[config.mk]
export PLATFORM = sky130hd
export DESIGN_NAME = uart_reply_scanner
export DESIGN_NICKNAME = d
export VERILOG_FILES = /design/src/sv/urs_pkg.sv /design/src/sv/urs_ctrl.sv /design/src/sv/urs_datapath.sv /design/src/sv/uart_reply_scanner.sv
export VERILOG_INCLUDE_DIRS = /design/src /design/src/sv
export SDC_FILE = /design/constraint.sdc
export NUM_CORES = 1
export LEC_CHECK = 0
export ABC_AREA = 1
export BUFFER_PORTS_ARGS = -buffer_cell sky130_fd_sc_hd__buf_2
export CORE_MARGIN = 2
export CORE_UTILIZATION = 55
export CTS_CLUSTER_SIZE = 16
export DETAILED_ROUTE_END_ITERATION = 7
export PLACE_DENSITY = 0.79
export SYNTH_ARGS = -nofsm -noshare
export SYNTH_HDL_FRONTEND = slang
export SYNTH_SLANG_ARGS = --single-unit
[constraint.sdc]
create_clock -name clk_i -period 2.3 [get_ports clk_i]
set_input_delay 0.115 -clock clk_i [delete_from_list [all_inputs] [get_ports clk_i]]
set_output_delay 0.115 -clock clk_i [all_outputs]
set_load 0.005 [all_outputs]
[src/sv/uart_reply_scanner_macros.svh]
// Assertion macros shared by the scanner modules.
// Each one samples on clk_i and is switched off while rst_ni is low.
`ifndef UART_REPLY_SCANNER_MACROS_SVH
`define UART_REPLY_SCANNER_MACROS_SVH

// Check a property that must hold at every clock edge outside reset.
`define URS_ASSERT(lbl, prop) \
  lbl: assert property (@(posedge clk_i) disable iff (!rst_ni) (prop)) \
    else $error("scanner assertion failed");

// Check that a condition never becomes true outside reset.
`define URS_NEVER(lbl, cond) \
  lbl: assert property (@(posedge clk_i) disable iff (!rst_ni) !(cond)) \
    else $error("scanner forbidden condition seen");

`endif

[src/sv/urs_pkg.sv]
`default_nettype none

package urs_pkg;

  // Characters that the tracker and the framer look for
  localparam logic [7:0] ChH = 8'h48;
  localparam logic [7:0] ChR = 8'h52;
  localparam logic [7:0] ChE = 8'h45;
  localparam logic [7:0] ChS = 8'h53;
  localparam logic [7:0] ChP = 8'h50;
  localparam logic [7:0] ChC = 8'h43;
  localparam logic [7:0] ChO = 8'h4F;
  localparam logic [7:0] ChN = 8'h4E;

  // Heart-rate tracker phases; the fourth code behaves as idle
  localparam logic [1:0] HrIdle  = 2'd0;
  localparam logic [1:0] HrGotH  = 2'd1;
  localparam logic [1:0] HrGotHR = 2'd2;

  // Controller to datapath
  typedef struct packed {
    logic load;    // capture the incoming byte
    logic commit;  // apply the captured byte to the tracker and framer
  } cmd_t;

endpackage

`default_nettype wire

[src/sv/urs_ctrl.sv]
`default_nettype none

module urs_ctrl (
  input  wire logic          clk_i,
  input  wire logic          rst_ni,
  input  wire logic          in_valid_i,
  output logic               in_stall_o,
  output logic               out_valid_o,
  input  wire logic          out_stall_i,
  output urs_pkg::cmd_t      cmd_o
);

  typedef enum logic [1:0] {
    StIdle = 2'b01,
    StWork = 2'b10
  } state_e;

  state_e state_q, state_d;
  logic   out_valid_q, out_valid_d;
  logic   out_free;

  assign out_free    = !out_valid_q || !out_stall_i;
  assign in_stall_o  = (state_q != StIdle);
  assign out_valid_o = out_valid_q;

  always_comb begin
    state_d      = state_q;
    cmd_o.load   = 1'b0;
    cmd_o.commit = 1'b0;
    case (state_q)
      StIdle: begin
        if (in_valid_i) begin
          cmd_o.load = 1'b1;
          state_d    = StWork;
        end
      end
      StWork: begin
        // hold the update until the previous result has gone
        if (out_free) begin
          cmd_o.commit = 1'b1;
          state_d      = StIdle;
        end
      end
      default: state_d = StIdle;
    endcase
  end

  always_comb begin
    out_valid_d = out_valid_q;
    if (cmd_o.commit) begin
      out_valid_d = 1'b1;
    end else if (out_valid_q && !out_stall_i) begin
      out_valid_d = 1'b0;
    end
  end

  always_ff @(posedge clk_i or negedge rst_ni) begin
    if (!rst_ni) begin
      state_q     <= StIdle;
      out_valid_q <= 1'b0;
    end else begin
      state_q     <= state_d;
      out_valid_q <= out_valid_d;
    end
  end

`include "uart_reply_scanner_macros.svh"

  `URS_ASSERT(a_load_then_work, cmd_o.load |=> state_q == StWork)
  `URS_ASSERT(a_result_from_work, $rose(out_valid_q) |-> $past(state_q == StWork))
  `URS_NEVER(a_commit_over_held, cmd_o.commit && out_valid_q && out_stall_i)

endmodule

`default_nettype wire

[src/sv/urs_datapath.sv]
`default_nettype none

module urs_datapath #(
  parameter int FRAME_BYTES = 10
) (
  input  wire logic          clk_i,
  input  wire logic          rst_ni,
  input  wire urs_pkg::cmd_t cmd_i,
  input  wire logic [7:0]    rx_byte_i,
  output logic [7:0]         heart_rate_o,
  output logic [15:0]        heart_rate_count_o,
  output logic               link_ok_o,
  output logic [15:0]        connect_count_o,
  output logic               frame_done_o
);

  localparam int FillW = $clog2(FRAME_BYTES);
  localparam logic [FillW-1:0] LastPos = FillW'(FRAME_BYTES - 1);

  logic [7:0]       byte_q;
  logic [1:0]       phase_q, phase_d;
  logic [7:0]       rate_q, rate_d;
  logic [15:0]      rate_cnt_q, rate_cnt_d;
  logic [FillW-1:0] fill_q, fill_d;
  logic [7:0]       hist1_q, hist1_d, hist0_q, hist0_d;
  logic             zero_q, zero_d;
  logic             esp_q, esp_d, con_q, con_d;
  logic             link_q, link_d;
  logic [15:0]      con_cnt_q, con_cnt_d;
  logic             done_q, done_d;
  logic             opener, window_ok, esp_now, con_now;

  assign opener    = ((byte_q == urs_pkg::ChE) && !link_q) || (byte_q == urs_pkg::ChC);
  // a match only counts while no zero byte came before it in the frame
  assign window_ok = (fill_q >= FillW'(2)) && !zero_q;
  assign esp_now   = window_ok && hist1_q == urs_pkg::ChE && hist0_q == urs_pkg::ChS
                     && byte_q == urs_pkg::ChP;
  assign con_now   = window_ok && hist1_q == urs_pkg::ChC && hist0_q == urs_pkg::ChO
                     && byte_q == urs_pkg::ChN;

  always_comb begin
    phase_d    = urs_pkg::HrIdle;
    rate_d     = rate_q;
    rate_cnt_d = rate_cnt_q;
    case (phase_q)
      urs_pkg::HrGotH: begin
        if (byte_q == urs_pkg::ChR) begin
          phase_d = urs_pkg::HrGotHR;
        end
      end
      urs_pkg::HrGotHR: begin
        rate_d = byte_q;
        if (byte_q != 8'd0) begin
          rate_cnt_d = rate_cnt_q + 16'd1;
        end
      end
      default: begin
        if (byte_q == urs_pkg::ChH) begin
          phase_d = urs_pkg::HrGotH;
        end
      end
    endcase
  end

  always_comb begin
    fill_d    = fill_q;
    hist1_d   = hist1_q;
    hist0_d   = hist0_q;
    zero_d    = zero_q;
    esp_d     = esp_q;
    con_d     = con_q;
    link_d    = link_q;
    con_cnt_d = con_cnt_q;
    done_d    = 1'b0;
    if (fill_q == '0) begin
      if (opener) begin
        fill_d  = FillW'(1);
        hist0_d = byte_q;
        zero_d  = 1'b0;
        esp_d   = 1'b0;
        con_d   = 1'b0;
      end
    end else if (fill_q == LastPos) begin
      fill_d = '0;
      done_d = 1'b1;
      if (esp_q || esp_now) begin
        link_d = 1'b1;
      end
      if (con_q || con_now) begin
        con_cnt_d = con_cnt_q + 16'd1;
      end
    end else begin
      fill_d  = fill_q + FillW'(1);
      hist1_d = hist0_q;
      hist0_d = byte_q;
      zero_d  = zero_q || (byte_q == 8'd0);
      esp_d   = esp_q || esp_now;
      con_d   = con_q || con_now;
    end
  end

  always_ff @(posedge clk_i) begin
    if (cmd_i.load) begin
      byte_q <= rx_byte_i;
    end
    if (cmd_i.commit) begin
      hist1_q <= hist1_d;
      hist0_q <= hist0_d;
      zero_q  <= zero_d;
      esp_q   <= esp_d;
      con_q   <= con_d;
    end
  end

  always_ff @(posedge clk_i or negedge rst_ni) begin
    if (!rst_ni) begin
      phase_q    <= urs_pkg::HrIdle;
      rate_q     <= '0;
      rate_cnt_q <= '0;
      fill_q     <= '0;
      link_q     <= 1'b0;
      con_cnt_q  <= '0;
      done_q     <= 1'b0;
    end else if (cmd_i.commit) begin
      phase_q    <= phase_d;
      rate_q     <= rate_d;
      rate_cnt_q <= rate_cnt_d;
      fill_q     <= fill_d;
      link_q     <= link_d;
      con_cnt_q  <= con_cnt_d;
      done_q     <= done_d;
    end
  end

  assign heart_rate_o       = rate_q;
  assign heart_rate_count_o = rate_cnt_q;
  assign link_ok_o          = link_q;
  assign connect_count_o    = con_cnt_q;
  assign frame_done_o       = done_q;

`include "uart_reply_scanner_macros.svh"

  `URS_NEVER(a_fill_in_range, fill_q > LastPos)
  `URS_ASSERT(a_link_sticky, link_q |=> link_q)
  `URS_ASSERT(a_done_closes, (cmd_i.commit && done_d) |=> (fill_q == '0))

endmodule

`default_nettype wire

[src/sv/uart_reply_scanner.sv]
// Channel  | Handshake                   | Payload
// ---------+-----------------------------+--------------------------------------------
// input    | in_valid_i / in_stall_o     | rx_byte_i
// output   | out_valid_o / out_stall_i   | heart_rate_o, heart_rate_count_o, link_ok_o,
//          |                             | connect_count_o, frame_done_o
//
// Each byte is handled by the two-state controller: capture it,
// then apply it to the tracker and framer state.
// Hold the update while an earlier result sits on a stalled output; the next
// byte is captured while that result waits.
// Reset (rst_ni low, asynchronous) clears every control and result register.
// Search the frame window as bytes arrive, so a frame closes with its last byte.
`default_nettype none

module uart_reply_scanner #(
  parameter int FRAME_BYTES = 10
) (
  input  wire logic        clk_i,
  input  wire logic        rst_ni,
  // input transaction
  input  wire logic        in_valid_i,
  output logic             in_stall_o,
  input  wire logic [7:0]  rx_byte_i,
  // output transaction
  output logic             out_valid_o,
  input  wire logic        out_stall_i,
  output logic [7:0]       heart_rate_o,
  output logic [15:0]      heart_rate_count_o,
  output logic             link_ok_o,
  output logic [15:0]      connect_count_o,
  output logic             frame_done_o
);

  // Commands from the sequencer: capture a byte, then apply it
  urs_pkg::cmd_t cmd;

  urs_ctrl u_ctrl (
    .clk_i       (clk_i),
    .rst_ni      (rst_ni),
    .in_valid_i  (in_valid_i),
    .in_stall_o  (in_stall_o),
    .out_valid_o (out_valid_o),
    .out_stall_i (out_stall_i),
    .cmd_o       (cmd)
  );

  // The state registers double as the result register: they only move on
  // an update, and an update is held back while a result waits on a stalled output.
  urs_datapath #(
    .FRAME_BYTES (FRAME_BYTES)
  ) u_datapath (
    .clk_i              (clk_i),
    .rst_ni             (rst_ni),
    .cmd_i              (cmd),
    .rx_byte_i          (rx_byte_i),
    .heart_rate_o       (heart_rate_o),
    .heart_rate_count_o (heart_rate_count_o),
    .link_ok_o          (link_ok_o),
    .connect_count_o    (connect_count_o),
    .frame_done_o       (frame_done_o)
  );

endmodule

`default_nettype wire
### Word-level counts from Yosys, hierarchy flattened

Index checks and enable logic that the tools add are counted.

| cells by class | value |
|---|---|
| add/sub/neg operators | 3 |
| multiply operators | 0 |
| div/mod/pow operators | 0 |
| magnitude comparators | 1 |
| equal/unequal tests | 20 |
| shifts and indexed selects | 0 |
| multiplexer cells | 27 |
| bitwise logic cells | 2 |
| reduce and logical (&&, ||, !) cells | 30 |

Operators with widths:

| kind | number |
|---|---|
| equality test 8 x 7 -> 1 bit (second input constant) | 10 |
| adder 16 x 1 -> 16 bit (second input constant) | 2 |
| 2-to-1 mux 8 bit | 3 |
| 2-to-1 mux 1 bit | 16 |
| 2-to-1 mux 4 bit | 3 |
| logical AND 1 bit | 9 |
| AND reduction 3 bit | 3 |
| zero test 8 bit | 1 |
| inequality test 2 x 1 -> 1 bit (second input constant) | 4 |
| one-hot mux 2 bit (2 select lines) | 2 |
| AND reduction 4 bit | 2 |
| nonzero test 8 bit | 1 |
| 2-to-1 mux 2 bit | 3 |
| AND reduction 2 bit | 3 |
| logical OR 1 bit | 5 |
| adder 4 x 1 -> 4 bit (second input constant) | 1 |
| equality test 2 x 1 -> 1 bit (second input constant) | 2 |
| equality test 2 bit (second input constant) | 2 |
| equality test 4 bit (second input constant) | 1 |
| >= comparator 4 x 2 -> 1 bit (second input constant) | 1 |
| zero test 1 bit | 4 |
| zero test 4 bit | 1 |
| inequality test 2 bit (second input constant) | 1 |
| NOT 1 bit | 2 |
| nonzero test 2 bit | 1 |

| word-level totals | value |
|---|---|
| flip-flop bits (word level) | 78 |
| bits in latches | 0 |
| bits in writable memories | 0 |
| ROM bits | 0 |
| input port bits | 12 |
| output and inout port bits | 44 |
| logic and storage cells | 98 |
| memories kept | 0 |

### Depth between registers and ports, before layout

| logic depth | value |
|---|---|
| word-level depth | 8 |
| gate-level depth with buffers | 11 |
| gate-level depth less buffers | 10 |

### Modules after synthesis

Synthesis repeated with hierarchy kept, for this count alone.

| unflattened totals | value |
|---|---|
| cells, all modules | 457 |
| area total of the unflattened synthesis | 3910.0 µm² |

Modules (own cells, without submodules):

| module | instances | cells an instance | area an instance (µm²) | sequential area each (µm²) |
|---|---|---|---|---|
| urs_datapath | 1 | 441 | 3769.9 | 2011.9 |
| urs_ctrl | 1 | 16 | 140.1 | 76.3 |

### Least setup slack after synthesis

OpenSTA, ideal clock, no wires.

| timing | value |
|---|---|
| path kind | register -> register |
| start point | reg u_datapath.byte_q[2] |
| end point | reg u_datapath.con_q (enable) |
| library setup time | 0.378 ns |
| arrival time | 1.437 ns |
| required time | 1.922 ns |
| slack | 0.485 ns |
| stages on the path, launching flop included | 8 |
| path buffers | 0 |
| clock period less this slack | 1.815 ns |
| cell sequence | edfxtp_1 inv_1 nand2_1 o21ai_0 nand3_1 nand2_1 nand2_1 nor2_1 |

| on the way | value |
|---|---|
| longest elaborated chain between the ends | 5 |
| elaborated cells on any way between the ends | 6 |
| classes of those cells | eq/ne: 3; reduce/logical: 3 |

RTL lines:

| item | RTL line | text |
|---|---|---|
| start, declared | urs_datapath.sv:20 | `logic [7:0] byte_q;` |
| start signal, assigned | urs_datapath.sv:104 | `byte_q <= rx_byte_i;` |
| equality test 8 x 7 -> 1 bit | urs_datapath.sv:33 | `assign opener = ((byte_q == urs_pkg::ChE) && !link_q) \|\| (byte_q == urs_pkg::ChC);` |
| logical AND 1 bit | urs_datapath.sv:33 |  |
| logical OR 1 bit * | urs_datapath.sv:33 |  |
| inequality test 2 x 1 -> 1 bit (no source line) * | n/a |  |
| AND reduction 3 bit (no source line) * | n/a |  |
| end signal, assigned | urs_datapath.sv:111 | `con_q <= con_d;` |
| end, declared | urs_datapath.sv:27 | `logic esp_q, esp_d, con_q, con_d;` |

Every way passes the cells marked *; elsewhere a longest branch is shown, timed or not.
A chain may end at the register's enable or synchronous reset.

### Worst setup path in the final report

| timing | value |
|---|---|
| start point | reg u_datapath.byte_q[3] |
| end point | reg u_datapath.hist0_q[0] (enable) |

| on the way | value |
|---|---|
| longest elaborated chain between the ends | 5 |
| elaborated cells on any way between the ends | 6 |
| classes of those cells | eq/ne: 3; reduce/logical: 3 |

RTL lines:

| item | RTL line | text |
|---|---|---|
| equality test 8 x 7 -> 1 bit | urs_datapath.sv:33 |  |
| logical AND 1 bit | urs_datapath.sv:33 |  |
| logical OR 1 bit * | urs_datapath.sv:33 |  |
| inequality test 2 x 1 -> 1 bit (no source line) * | n/a |  |
| AND reduction 3 bit (no source line) * | n/a |  |
| end signal, assigned | urs_datapath.sv:108 | `hist0_q <= hist0_d;` |
| end, declared | urs_datapath.sv:25 | `logic [7:0] hist1_q, hist1_d, hist0_q, hist0_d;` |

Marked as above.

==> metrics.cfg <==
[critical_path]
end_kind=flop
cp_data_arrival_time_ns=1.87
reg2reg_slack_ns=0.49
r2r_cells=8
r2r-end=u_datapath.hist0_q[0]
r2r-start=u_datapath.byte_q[3]
crit_required_ns=2.36
crit_path_max_fanout=11
crit_path_start_kind=flop
crit_type=reg -> reg

[pwr]
vdd_drop_max_v=0.000554
leakagePower_uw=0.00225
power_density_mw_per_mm2=767

[clock_network]
cts_setup_buffers=0
worstSkewPairLatency_ns=0.35
htree_levels=3
clkTransAtPathRegs_ns=0.09
cts_buffers=9
cts_resized=0
cts_tree=done
cts-root-buf=clkbuf_8
clock_sinks=78
hold_buffers=10
clock_path_buffers=2

[die]
ios=56
rows=30
die_area_sq_mm=0.00783
die_w_um=88.5
initial_core_util_pct=57.2
die_h_um=88.5
coreArea_sq_mm=0.00687

[sta]
maxSlewViolCount=0
finalHoldViolations=0
skew_ns=0.0114
max_freq_mhz=553
setup_tns_ns=0
setup_viol=0
rsz0062_at_grt=false
max-slew-margin-rel_pct=68.1
tightest_slew_ns=0.478
period_share_pct=78.6
finalCriticalPeriod_ns=1.81

[routing]
ant_nets=0
dr.pass1.iters=4
num_vias=3336
drcViolationCount=0
wirelength_mm=8.53
drtIter0Drc=110
wl_per_cell_um=13.4
via_per_inst=5.24

[cells_and_area]
nets=552
areaGrowthSynthToFinish_pct=17.0
finalNonFillerCells=637
drive_above_1_share_pct=18.1
fin_area_sq_mm=0.00460
n_antenna_cell=0

[grt]
grt_start_max_net_pins=38
grt_pass1_vias=3238
grt.total_usage_pct=23.7
antenna_found_initial=0
overflow=0
grt_pass1_wl_mm=14.4

[logic_synthesis]
avgSynthCellArea_sq_um=8.50
synth_warnings=0
synth-seq-cells=78
netlist_area_sq_mm=0.00393
ys_types=28
synth_edf_count=27
syn_inst=462
ys_seq_area_share_pct=53.2
async_reset_ff_share_pct=65.4
synth_commonest_cells=nand2_1, dfrtp_1, inv_1
synth_top_area_cell=dfrtp_1
ys.flop_type=dfrtp_1
syn-num-nets=478
synth_area_leaders=dfrtp_1, edfxtp_1, nand2_1
synth_top_area_share_pct=31.9
yosysMostFrequentCell=nand2_1

[worst_hold_path]
min_path_cells=4
worstHoldStart=in_valid_i
min_to=u_ctrl.state_q[0]
worstHoldPathType=in -> reg

[place]
postPlaceCellArea_sq_mm=0.00431
dp_hpwl_mm=6.10
io_buffers=55
dp.cells=611
place.gp.congestion=0.929

[outcome]
status=completed

[flow_run]
maxCapViolCount=0

-- where the power goes --
| part | internal [uW] | total, uW | switching [uW] |
|---|---|---|---|
| Clock | 418 | 987 | 569 |
| Combinational | 260 | 729 | 468 |
| Sequential | 1650 | 1810 | 162 |
| Total | 2320 | 3520 | 1200 |
-- cell usage in the layout, fill, tap and decap left out, types with 3 or more instances in the layout --
cell	synthesis	routed
nand2_1	154	154
buf_2	1	55
dfrtp_1	50	50
inv_1	47	47
nor2_1	45	45
nand4_1	29	29
edfxtp_1	27	27
nand3_1	24	24
o21ai_0	17	17
xor2_1	15	15
nor3_1	11	11
dlygate4sd3_1	0	10
clkbuf_8	0	9
nor2_2	7	7
buf_4	3	5
inv_2	4	4
nand2_2	4	4
xnor2_1	4	4
ha_1	4	4
a21oi_1	3	3
-- sequential cells by signal, summed over array words and instances, names as in the netlist --
register / cells
u_ctrl.state_q: 2
u_datapath.frame_done_o: 1
u_datapath.esp_q: 1
u_datapath.heart_rate_o: 8
u_datapath.hist1_q: 8
u_datapath.link_ok_o: 1
u_datapath.zero_q: 1
u_datapath.byte_q: 8
u_datapath.fill_q: 4
u_datapath.heart_rate_count_o: 16
u_datapath.connect_count_o: 16
u_datapath.hist0_q: 8
u_ctrl.out_valid_o: 1
u_datapath.phase_q: 2
u_datapath.con_q: 1
-- how the worst max path moves through the flow --
stage / cells after the start / endpoint / from
floorplan: 7 / u_datapath.con_q / u_datapath.byte_q[2]
global placement: 8 / u_datapath.hist0_q[5] / u_datapath.byte_q[3]
detailed placement: 8 / u_datapath.hist0_q[4] / u_datapath.byte_q[3]
CTS: 8 / u_datapath.hist0_q[5] / u_datapath.byte_q[3]
global route: 8 / u_datapath.hist0_q[5] / u_datapath.byte_q[3]
finish: 8 / u_datapath.hist0_q[0] / u_datapath.byte_q[3]
-- per-layer routing --
layer  track usage (%)  share of wire [%]  routed length, um  vias up
met3              6.62                5.1                438       22
li1                  -                  -                  -     1654
met1              30.9                 45               3820     1575
met4              9.50                2.7                233        0
met5                 0                  0                  0        -
met2              37.7                 47               4030       85
-- cells by family after synthesis --
| family | synth area share, % |
|---|---|
| AND/OR/NAND/NOR | 32.2 |
| adder cells (fa/ha/maj) | 1.27 |
| XOR/XNOR | 4.24 |
| AO/OA/AOI/OAI | 2.90 |
| flip-flops | 53.2 |
| buffers and inverters | 6.24 |
-- cell type report --
cell class / count / area [sq um]
fillers: 585 / 2270
flip-flops and latches: 78 / 2090
multi-input cells: 326 / 1590
repair buffers: 70 / 413
inverters: 51 / 191
clock buffers: 9 / 124
well taps: 96 / 120
clock inverters: 7 / 65.1
-- through the flow --
stage / power, uW / setup slack, ns / utilization (%) / hold slack, ns
after CTS: 3530 / 0.515 / 66.9 / 0.106
after detailed placement: 2540 / 0.547 / 62.7 / 0.0334
after global placement: 2510 / 0.573 / 62.7 / 0.0301
after floorplan: 2260 / 0.485 / - / -0.181
after global routing: 3730 / 0.341 / 66.9 / 0.112
final: 3520 / 0.491 / 66.9 / 0.106
-- critical path: stages, from the launching register on --
cell and delay, ns:
edfxtp_1 0.43, inv_1 0.16, nand2_1 0.13, o21ai_0 0.17
nand3_1 0.11, nand2_1 0.14, nand2_1 0.08, nor2_1 0.09
buf_4 0.20
Power figures use the tool's default switching activity.
